[config.mk]
export PLATFORM = sky130hd
export DESIGN_NAME = box_partition_splitter_top
export DESIGN_NICKNAME = d
export VERILOG_FILES = /design/src/rtl/core/bps_pkg.sv /design/src/rtl/core/box_partition_splitter_top.sv
export SDC_FILE = /design/constraint.sdc
export NUM_CORES = 2
export LEC_CHECK = 0
export ABC_CLOCK_PERIOD_IN_PS = 9600
export BUFFER_PORTS_ARGS = -buffer_cell sky130_fd_sc_hd__buf_2
export CORE_MARGIN = 8
export CORE_UTILIZATION = 56
export CTS_CLUSTER_DIAMETER = 200
export DETAILED_ROUTE_END_ITERATION = 10
export PLACE_DENSITY = 0.88
export SYNTH_ARGS = -nofsm -noshare
export SYNTH_HDL_FRONTEND = slang
export SYNTH_SLANG_ARGS = --single-unit
[constraint.sdc]
create_clock -name clk -period 9.6 [get_ports clk]
set_clock_uncertainty 0.05 [all_clocks]
set_input_delay 2.4 -clock clk [delete_from_list [all_inputs] [get_ports clk]]
set_output_delay 2.4 -clock clk [all_outputs]
set_load 0.05 [all_outputs]
[src/rtl/core/bps_pkg.sv]
// ----------------------------------------------------------------------------
// bps_pkg
// Shared types and constants of the box partition splitter: the input and
// result word layouts, operation and axis codes, and configuration indexes.
// ----------------------------------------------------------------------------
package bps_pkg;

  // coordinate and index widths fixed by the word formats
  localparam int COORD_W    = 20;
  localparam int SLOT_BITS  = 4;
  localparam int AXIS_W     = 2;
  localparam int ADDR_W     = AXIS_W + SLOT_BITS;
  localparam int NUM_AXES   = 3;
  localparam int SLOTS      = 1 << SLOT_BITS;
  localparam int MEM_DEPTH  = NUM_AXES * SLOTS;
  localparam int IN_LEN_W   = 16;
  localparam int CFG_ADDR_W = 2;
  localparam int CFG_DATA_W = 5;

  // operation codes
  localparam logic OP_LOAD  = 1'b0;
  localparam logic OP_QUERY = 1'b1;

  // axis codes
  localparam logic [AXIS_W-1:0] AXIS_X    = 2'd0;
  localparam logic [AXIS_W-1:0] AXIS_Y    = 2'd1;
  localparam logic [AXIS_W-1:0] AXIS_Z    = 2'd2;
  localparam logic [AXIS_W-1:0] AXIS_NONE = 2'd3;

  // configuration register indexes
  localparam logic [CFG_ADDR_W-1:0] REG_PARTS_X = 2'd0;
  localparam logic [CFG_ADDR_W-1:0] REG_PARTS_Y = 2'd1;
  localparam logic [CFG_ADDR_W-1:0] REG_PARTS_Z = 2'd2;

  typedef struct packed {
    logic                 op;
    logic [AXIS_W-1:0]    axis_sel;
    logic [SLOT_BITS-1:0] part_slot;
    logic [IN_LEN_W-1:0]  part_length;
    logic [COORD_W-1:0]   box_x_start;
    logic [COORD_W-1:0]   box_x_end;
    logic [COORD_W-1:0]   box_y_start;
    logic [COORD_W-1:0]   box_y_end;
    logic [COORD_W-1:0]   box_z_start;
    logic [COORD_W-1:0]   box_z_end;
  } in_word_t;

  typedef struct packed {
    logic [AXIS_W-1:0]    seg_axis;
    logic [COORD_W-1:0]   seg_start;
    logic [COORD_W-1:0]   seg_end;
    logic [SLOT_BITS-1:0] seg_part;
    logic [COORD_W-1:0]   offset_in_box;
    logic                 last;
    logic                 error;
  } out_word_t;

endpackage

[src/rtl/core/box_partition_splitter_top.sv]
// ----------------------------------------------------------------------------
// box_partition_splitter_top
// Splits a queried box into per-part segments along x, y and z using part
// lengths held in a small length memory.
// ----------------------------------------------------------------------------
// A load word writes its part length into the length memory. A query word
// first walks the part lengths of all three axes through one shared adder,
// one length per cycle, to form the axis totals and check the box. It then
// walks the lengths again with the same adder, one part per cycle unless a
// touched part waits on a stalled output, and sends one result word per
// touched part, stopping on each axis at its last touched part; a rejected
// box gives a single error word instead. Both walks are bounded by the
// single read port of the length memory. The block takes no new word while
// a query is in progress. The length memory has no reset; a part must be
// loaded before a query uses it.
// ----------------------------------------------------------------------------
module box_partition_splitter_top #(
  parameter int MAX_PARTS = 16,
  parameter int LEN_BITS  = 16
) (
  input  logic                                 clk,
  input  logic                                 rst,
  input  logic                                 cfg_we,
  input  logic [bps_pkg::CFG_ADDR_W-1:0]       cfg_addr,
  input  logic [bps_pkg::CFG_DATA_W-1:0]       cfg_wdata,
  input  logic                                 in_valid,
  output logic                                 in_ready,
  input  bps_pkg::in_word_t                    in_data,
  output logic                                 out_valid,
  input  logic                                 out_ready,
  output bps_pkg::out_word_t                   out_data
);
  import bps_pkg::*;

  localparam int CNT_W = $clog2(MAX_PARTS + 1);
  localparam int SUM_W = LEN_BITS + SLOT_BITS;
  localparam int CMP_W = (SUM_W > COORD_W) ? SUM_W : COORD_W;

  typedef enum logic [1:0] {ST_IDLE, ST_SUM, ST_WALK, ST_ERR} state_t;

  // clamp a part count register to 1..MAX_PARTS
  function automatic logic [CNT_W-1:0] eff_parts(input logic [CFG_DATA_W-1:0] r);
    logic [CNT_W-1:0] n;
    if (r == '0) begin
      n = CNT_W'(1);
    end else if (r > CFG_DATA_W'(MAX_PARTS)) begin
      n = CNT_W'(MAX_PARTS);
    end else begin
      n = CNT_W'(r);
    end
    return n;
  endfunction

  state_t              state, state_next;
  logic [AXIS_W-1:0]   ax, ax_next;
  logic [CNT_W-1:0]    idx, idx_next;
  logic [SUM_W-1:0]    run, run_next;
  logic [COORD_W-1:0]  off, off_next;
  logic                bad, bad_next;
  logic                out_valid_next;
  out_word_t           out_next;
  in_word_t            box;

  logic [CFG_DATA_W-1:0] parts_x, parts_y, parts_z;

  logic [LEN_BITS-1:0] mem [0:MEM_DEPTH-1];
  logic [LEN_BITS-1:0] rdata;
  logic [ADDR_W-1:0]   rd_addr;

  logic [CNT_W-1:0]    n_ax;
  logic [COORD_W-1:0]  bs, be;
  logic [SUM_W-1:0]    sum;
  logic [CMP_W-1:0]    bs_c, be_c, lo_c, hi_c, seg_s, seg_e;
  logic                out_free, idx_end, hit, axis_end, box_bad;

  // axis view of the current query
  always_comb begin
    case (ax)
      AXIS_X: begin
        n_ax = eff_parts(parts_x);
        bs   = box.box_x_start;
        be   = box.box_x_end;
      end
      AXIS_Y: begin
        n_ax = eff_parts(parts_y);
        bs   = box.box_y_start;
        be   = box.box_y_end;
      end
      AXIS_Z: begin
        n_ax = eff_parts(parts_z);
        bs   = box.box_z_start;
        be   = box.box_z_end;
      end
      default: begin
        n_ax = CNT_W'(1);
        bs   = '0;
        be   = '0;
      end
    endcase
  end

  // shared adder: running total in the sum pass, upper boundary in the walk
  assign sum      = run + SUM_W'(rdata);
  assign bs_c     = CMP_W'(bs);
  assign be_c     = CMP_W'(be);
  assign lo_c     = CMP_W'(run);
  assign hi_c     = CMP_W'(sum);
  assign seg_s    = (bs_c > lo_c) ? bs_c : lo_c;
  assign seg_e    = (be_c < hi_c) ? be_c : hi_c;
  assign idx_end  = (CNT_W'(idx + 1'b1) == n_ax);
  assign hit      = (hi_c > bs_c) || (lo_c >= bs_c);
  assign axis_end = idx_end || (hi_c >= be_c);
  assign box_bad  = (bs_c >= be_c) || (be_c > hi_c);

  assign out_free = !out_valid || out_ready;
  assign in_ready = (state == ST_IDLE);

  // sequencer next state
  always_comb begin
    state_next     = state;
    ax_next        = ax;
    idx_next       = idx;
    run_next       = run;
    off_next       = off;
    bad_next       = bad;
    out_valid_next = out_valid && !out_ready;
    out_next       = out_data;
    case (state)
      ST_IDLE: begin
        if (in_valid && in_data.op == OP_QUERY) begin
          state_next = ST_SUM;
          ax_next    = AXIS_X;
          idx_next   = '0;
          run_next   = '0;
          bad_next   = 1'b0;
        end
      end
      ST_SUM: begin
        if (idx_end) begin
          bad_next = bad || box_bad;
          idx_next = '0;
          run_next = '0;
          if (ax == AXIS_Z) begin
            ax_next    = AXIS_X;
            off_next   = '0;
            state_next = (bad || box_bad) ? ST_ERR : ST_WALK;
          end else begin
            ax_next = ax + 1'b1;
          end
        end else begin
          idx_next = idx + 1'b1;
          run_next = sum;
        end
      end
      ST_WALK: begin
        if (!hit || out_free) begin
          if (hit) begin
            out_valid_next         = 1'b1;
            out_next.seg_axis      = ax;
            out_next.seg_start     = COORD_W'(seg_s);
            out_next.seg_end       = COORD_W'(seg_e);
            out_next.seg_part      = SLOT_BITS'(idx);
            out_next.offset_in_box = off;
            out_next.last          = (ax == AXIS_Z) && axis_end;
            out_next.error         = 1'b0;
          end
          if (axis_end) begin
            idx_next = '0;
            run_next = '0;
            off_next = '0;
            if (ax == AXIS_Z) begin
              ax_next    = AXIS_X;
              state_next = ST_IDLE;
            end else begin
              ax_next = ax + 1'b1;
            end
          end else begin
            idx_next = idx + 1'b1;
            run_next = sum;
            if (hit) begin
              off_next = off + COORD_W'(seg_e - seg_s);
            end
          end
        end
      end
      ST_ERR: begin
        if (out_free) begin
          out_valid_next         = 1'b1;
          out_next.seg_axis      = AXIS_X;
          out_next.seg_start     = '0;
          out_next.seg_end       = '0;
          out_next.seg_part      = '0;
          out_next.offset_in_box = '0;
          out_next.last          = 1'b1;
          out_next.error         = 1'b1;
          state_next             = ST_IDLE;
        end
      end
      default: begin
        state_next = ST_IDLE;
      end
    endcase
  end

  // read address follows the next walk position so rdata matches idx
  assign rd_addr = {ax_next, SLOT_BITS'(idx_next)};

  // length memory
  always_ff @(posedge clk) begin
    if (in_valid && in_ready && in_data.op == OP_LOAD && in_data.axis_sel != AXIS_NONE) begin
      mem[{in_data.axis_sel, in_data.part_slot}] <= LEN_BITS'(in_data.part_length);
    end
    rdata <= mem[rd_addr];
  end

  // state, configuration and result register
  always_ff @(posedge clk) begin
    if (rst) begin
      state     <= ST_IDLE;
      ax        <= AXIS_X;
      idx       <= '0;
      bad       <= 1'b0;
      out_valid <= 1'b0;
      parts_x   <= CFG_DATA_W'(1);
      parts_y   <= CFG_DATA_W'(1);
      parts_z   <= CFG_DATA_W'(1);
    end else begin
      state     <= state_next;
      ax        <= ax_next;
      idx       <= idx_next;
      bad       <= bad_next;
      out_valid <= out_valid_next;
      if (cfg_we) begin
        case (cfg_addr)
          REG_PARTS_X: parts_x <= cfg_wdata;
          REG_PARTS_Y: parts_y <= cfg_wdata;
          REG_PARTS_Z: parts_z <= cfg_wdata;
          default: ;
        endcase
      end
    end
    run      <= run_next;
    off      <= off_next;
    out_data <= out_next;
    if (in_valid && in_ready && in_data.op == OP_QUERY) begin
      box <= in_data;
    end
  end

endmodule
After elaboration in Yosys (flattened, before gate mapping)
Memory sizes are Yosys's and may differ from the RTL's. A register that Yosys moved wholly into a read port is not among the register bits.
Index checks and enable logic that the tools add are counted.
{"block": "totals", "memories": 1, "wordCells": 148, "reg_bits": 254, "output_inout_bits": 70, "mem_bits_rw": 768}
{"block": "op_classes", "n_eq_ne": 18, "n_addsub": 5, "magnitude_cmp": 10, "n_mux": 55, "bitwise": 1, "reduce_logical": 34}
{"memory": "mem", "words": 48, "word_bits": 16, "rd": 1, "rd_ports_with_merged_regs": 1, "wr": 1, "line": "box_partition_splitter_top.sv:66", "source": "logic [LEN_BITS-1:0] mem [0:MEM_DEPTH-1];"}
{"op": "20-bit 2-to-1 mux", "n": 11}
{"op": "68-bit 2-to-1 mux", "n": 3}
{"op": "20-bit case mux with 3 select lines", "n": 3}
{"op": "68-bit case mux with 2 select lines", "n": 1}
{"op": "20-bit >= comparator", "n": 3}
{"op": "20-bit greater-than comparator", "n": 3}
{"op": "5-bit 2-to-1 mux", "n": 10}
{"op": "20-bit case mux with 2 select lines", "n": 1}
{"op": "5-bit case mux with 3 select lines", "n": 2}
{"op": "2-bit 2-to-1 mux", "n": 12}
{"op": "20-bit by 16-bit adder with 20-bit output", "n": 1}
{"op": "20-bit adder", "n": 1}
{"op": "20-bit < comparator", "n": 1}
{"op": "20-bit subtractor", "n": 1}
{"op": "2-bit != test (second input constant)", "n": 8}
{"op": "5-bit greater-than comparator (second input constant)", "n": 3}
{"op": "5-bit zero test", "n": 3}
{"op": "2-bit == test (second input constant)", "n": 4}
{"op": "1-bit 2-to-1 mux", "n": 8}
{"op": "2-bit case mux with 4 select lines", "n": 1}
{"op": "1-bit logical AND", "n": 7}
{"op": "7-bit AND reduction", "n": 1}
{"op": "2-bit by 1-bit == test with 1-bit output (second input constant)", "n": 3}
{"op": "2-bit zero test", "n": 3}
{"op": "16 further kinds", "n": 29}

Longest topological paths before layout
{"block": "logic_depth", "ltp_word": 10, "depth_mapped": 43, "depth_no_buf": 42}

Worst setup path after synthesis
No wires, ideal clock.
{"block": "synth_path", "path_type": "reg-to-reg", "startpoint": "register ax[0]", "endpoint": "register out_data[0] (netlist name), enable pin", "path_stages_with_launch": 19, "required_time_ps": 8954, "arrival_time_ps": 8706, "setup_time_ps": 596, "setup_slack_ps": 249, "cell_sequence": "dfxtp_1 buf_2 buf_1 clkbuf_1 clkbuf_1 mux2i_1 o21ai_0 inv_1 ha_1 nand2_1 nor4_1 nand4_1 a21oi_1 or3_1 clkbuf_1 o21bai_1 a21o_1 nor2_1 a211oi_1"}
{"block": "synth_between", "elab_chain_cells": 8, "word_cells_on_any_way": 12, "cone_classes": "2 x order compare; 4 x eq/ne; 1 x mux; 5 x reduce/logical"}
{"item": "start: declaration", "line": "box_partition_splitter_top.sv:55", "source": "logic [AXIS_W-1:0] ax, ax_next;"}
{"item": "start signal: assignment", "line": "box_partition_splitter_top.sv:229", "source": "ax <= ax_next;"}
{"item": "2-bit == test, or another cell as far along", "line": "box_partition_splitter_top.sv:78", "source": "case (ax)"}
{"item": "20-bit case mux with 3 select lines (*)", "line": "box_partition_splitter_top.sv:78"}
{"item": "20-bit greater-than comparator or 20-bit >= comparator (tied branches)", "line": "box_partition_splitter_top.sv:111", "source": "assign hit = (hi_c > bs_c) || (lo_c >= bs_c);"}
{"item": "1-bit logical OR (*)", "line": "box_partition_splitter_top.sv:111"}
{"item": "1-bit zero test", "line": "box_partition_splitter_top.sv:156", "source": "if (!hit || out_free) begin"}
{"item": "1-bit logical OR", "line": "box_partition_splitter_top.sv:156"}
{"item": "2-bit != test (no source line)"}
{"item": "4-bit AND reduction (no source line) (*)"}
{"item": "end signal: assignment", "line": "box_partition_splitter_top.sv:244", "source": "out_data <= out_next;"}
{"item": "end: declaration", "line": "box_partition_splitter_top.sv:31", "source": "output bps_pkg::out_word_t out_data"}
Every way passes the cells marked *; elsewhere a longest branch is shown, timed or not.
A chain may end at the register's enable or synchronous reset.

Worst setup path in the final report
{"block": "layout_path", "startpoint": "register run[0], in the netlist lo_c[0]", "endpoint": "register off[18], data pin"}
{"block": "layout_between", "elab_chain_cells": 9, "word_cells_on_any_way": 13, "cone_classes": "3 x add/sub; 3 x order compare; 6 x mux; 1 x reduce/logical"}
{"item": "start: declaration", "line": "box_partition_splitter_top.sv:57", "source": "logic [SUM_W-1:0] run, run_next;"}
{"item": "start signal: assignment", "line": "box_partition_splitter_top.sv:242", "source": "run <= run_next;"}
{"item": "20-bit by 16-bit adder with 20-bit output", "line": "box_partition_splitter_top.sv:103", "source": "assign sum = run + SUM_W'(rdata);"}
{"item": "20-bit < comparator", "line": "box_partition_splitter_top.sv:109", "source": "assign seg_e = (be_c < hi_c) ? be_c : hi_c;"}
{"item": "20-bit 2-to-1 mux", "line": "box_partition_splitter_top.sv:109"}
{"item": "20-bit subtractor", "line": "box_partition_splitter_top.sv:181", "source": "off_next = off + COORD_W'(seg_e - seg_s);"}
{"item": "20-bit adder", "line": "box_partition_splitter_top.sv:181"}
{"item": "20-bit 2-to-1 mux", "line": "box_partition_splitter_top.sv:180", "source": "if (hit) begin"}
{"item": "20-bit 2-to-1 mux (*)", "line": "box_partition_splitter_top.sv:167", "source": "if (axis_end) begin"}
{"item": "20-bit 2-to-1 mux (*)", "line": "box_partition_splitter_top.sv:156"}
{"item": "20-bit case mux with 2 select lines (*)", "line": "box_partition_splitter_top.sv:128", "source": "case (state)"}
{"item": "end signal: assignment", "line": "box_partition_splitter_top.sv:243", "source": "off <= off_next;"}
{"item": "end: declaration", "line": "box_partition_splitter_top.sv:58", "source": "logic [COORD_W-1:0] off, off_next;"}
Every way passes the cells marked *; elsewhere a longest branch is shown, timed or not. The select of a mux whose other input is x is not followed.

==> reports/results.ini <==
[run_status]
run_status=finished, final reports clean

[clocking]
clockRootBuffer=sky130_fd_sc_hd__clkbuf_16
cts_tree=done
cts.clk_slew.worst_paths_ns=0.06
clk-insertion-delay-late_ns=0.69
clock_buffer_depth=3
post-cts-setup-buffer-count=0
cts_buffers=102
ctsResizeCount=0
htree_levels=3
clkSinkCount=1038
postCtsHoldBufs=0

[synthesis]
synth_edf_count=996
synth.yosys.warnings=0
postSynthNetCount=3705
yosysSeqAreaShare=0.675
ys_types=77
ys_ff_latch=1038
postSynthCellCount=3412
netlist_area_mm2=0.0456
synth_area_per_cell_um2=13.4
synth_top_flop_cell=sky130_fd_sc_hd__edfxtp_1
async_reset_ff_frac=0

[layout]
multiInputGateArea_mm2=0.0138
flow.area_growth_from_synthesis_pct=13.1
fillCellCount=5421
seq_cell_area_mm2=0.0308
final_layout_size_suffix_gt1_frac=0.139
final_layout_net_count=3947

[setup_path]
timing.critical_path.slowest_stage_cell=sky130_fd_sc_hd__fa_1
critPathLaunchType=flop
worst-endpoint-arrival_ns=8.96
worst_ep_required_time_ns=9.93
cp_slowest_stage_delay_ns=0.47
crit_fanout=6
end_kind=flop
timing_worst_setup_path_type=reg2reg
critical_path.most_common_cell=sky130_fd_sc_hd__a21o_1

[job]
drv_cap=0

[detailed_routing]
drt.antenna.violating_nets=0
wl_per_cell_um=24.9
detail_route.drc_violations=0
drtPass1Iterations=6
total_number_of_vias=29915
vias_per_cell=6.22
wl_um=119000
detail_route.iter0.violations=3977

[timing]
slew_viol_final=0
period_share=0.899
tightest_slew_ns=1.23
final-setup-viol-count=0
post-route-min-period_ns=8.63
slew-limit-headroom=0.182
grt_setup_unrepaired=false
final_critical_path_setup_slack_ns=0.974
finalHoldViolations=0
fin_setup_tns_ns=0
max_freq_mhz=116

[pwr]
pwr_density_cell_mw_per_mm2=342
ir_worst_vdd_uv=249
leakagePower_uw=0.0204

[die]
die-height_um=301
dieWidth_um=301
die_area_mm2=0.0908
start_util=0.566
core_region_area_mm2=0.0805
core.rowCount=104
io_pins=225

[global_routing]
grt_start_max_net_pins=106
grt_pass1_wl_um=176000
global_route.overflow_total=0
antenna_found_initial=13
number_of_global_route_vias_before_repair=29458
grt_util_all_layers=0.254

[place]
place_ws_ns=1.12
place.gp.congestion=0.919
port-buffer-count=224
hpwlAfterDp_um=76400

[worst_hold_path]
kind_of_path_behind_the_tightest_hold_check=reg2reg

==> per-stage QoR <==
step | utilization | std cells | area, um^2 | hold slack (ns) | power [uW]
after floorplan | - | 3412 | 45600 | 0.380 | 11400
after global placement | 0.599 | 4610 | 48300 | 0.394 | 13300
after detailed placement | 0.599 | 4610 | 48300 | 0.402 | 13600
after CTS | 0.640 | 4799 | 51500 | 0.420 | 17500
after global routing | 0.640 | 4801 | 51500 | 0.433 | 18500
final | 0.640 | 4806 | 51600 | 0.426 | 17600
==> kinds of logic after synthesis <==
group / count (synthesis) / synth area share
AOI/OAI and AO/OA: 356 / 0.0495
and+or+nand+nor: 1182 / 0.120
muxes: 366 / 0.0805
adders and majority gates: 139 / 0.0414
xor gates and xnor gates: 39 / 0.00749
DFF: 1038 / 0.675
buffers and inverters: 292 / 0.0267
==> cells in the final DEF, fill, tap and decap left out, drive strengths merged, types with 8 or more instances in the layout <==
cell / netlist / routed
edfxtp: 996 / 996
nand2: 441 / 441
mux2i: 363 / 363
nand3: 349 / 349
buf: 80 / 310
nor2: 196 / 196
inv: 120 / 127
clkbuf: 92 / 126
ha: 118 / 118
a21oi: 107 / 107
o21ai: 88 / 88
a21o: 47 / 47
clkinv: 0 / 45
nand4: 43 / 43
dfxtp: 42 / 42
nor2b: 30 / 30
and3: 26 / 26
xnor2: 25 / 25
and2: 21 / 21
fa: 20 / 20
o311ai: 17 / 17
or4: 15 / 15
nor3: 15 / 15
xor2: 14 / 14
a211oi: 14 / 14
o21a: 13 / 13
o211ai: 8 / 8
a31oi: 8 / 8
o21bai: 8 / 8
or3: 8 / 8
nor4: 8 / 8
==> worst max-delay path: cells and delay by family (launching register included) <==
family / cells / cell delay (ns)
XOR/XNOR: 2 / 0.47
flip-flops: 1 / 0.36
buffers and inverters: 4 / 0.28
AND/OR/NAND/NOR: 7 / 1.16
adder cells (fa/ha/maj): 6 / 1.89
AO/OA/AOI/OAI: 23 / 4.12
==> synth_stat cells (42+ instances only) <==
cell type / count / share of area
sky130_fd_sc_hd__buf_2: 48 / 0.0053
sky130_fd_sc_hd__nand3_1: 349 / 0.038
sky130_fd_sc_hd__dfxtp_1: 42 / 0.018
sky130_fd_sc_hd__clkbuf_1: 91 / 0.0075
sky130_fd_sc_hd__mux2i_1: 363 / 0.080
sky130_fd_sc_hd__o21ai_0: 85 / 0.0093
sky130_fd_sc_hd__nand2_1: 440 / 0.036
sky130_fd_sc_hd__nor2_1: 196 / 0.016
sky130_fd_sc_hd__inv_1: 119 / 0.0098
sky130_fd_sc_hd__a21oi_1: 106 / 0.012
sky130_fd_sc_hd__a21o_1: 47 / 0.0077
sky130_fd_sc_hd__ha_1: 118 / 0.032
sky130_fd_sc_hd__edfxtp_1: 996 / 0.66
==> metal layers <==
metal	share of wire	up-vias	GRT usage	wire, um
met1	0.35	14359	0.318	42000
met3	0.11	362	0.0500	13200
met2	0.49	2056	0.425	58200
met5	0.00023	-	0	27
met4	0.050	4	0.119	5980
li1	-	13134	-	-
==> registers in the layout (all words and copies together), names as in the netlist <==
name / flops
bad: 1
parts_y: 5
parts_z: 5
out_data: 68
out_valid: 1
lo_c: 20
parts_x: 5
state: 2
ax: 2
rdata: 16
box: 120
mem: 768
idx: 5
off: 20
==> power breakdown <==
part	switching (uW)	leakage, uW	internal, uW
Clock	1730	0.00160	2200
Sequential	160	0.00938	5340
Combinational	5100	0.00939	3100
Total	6990	0.0204	10600
==> area by class of cell <==
class	instances	share of cell area
flip-flops and latches	1038	0.597
multi-input cells	2082	0.268
clock buffers	126	0.0522
repair buffers	310	0.0369
well taps	1060	0.0257
clock inverters	63	0.0114
inverters	120	0.00874
diodes	7	0.000340
==> final timing paths <==
check,from,endpoint,slack [ns],depth (start not counted)
setup / recovery,lo_c[0]$_DFFE_PP_,off[18]$_SDFFCE_PN0P_,0.97,42
hold / removal,parts_y[0]$_SDFFE_PP1P_,parts_y[0]$_SDFFE_PP1P_,0.43,1
setup reg to reg,lo_c[0]$_DFFE_PP_,off[18]$_SDFFCE_PN0P_,0.97,42
hold reg to reg,parts_y[0]$_SDFFE_PP1P_,parts_y[0]$_SDFFE_PP1P_,0.43,1
(Power assumes the default switching activity.)
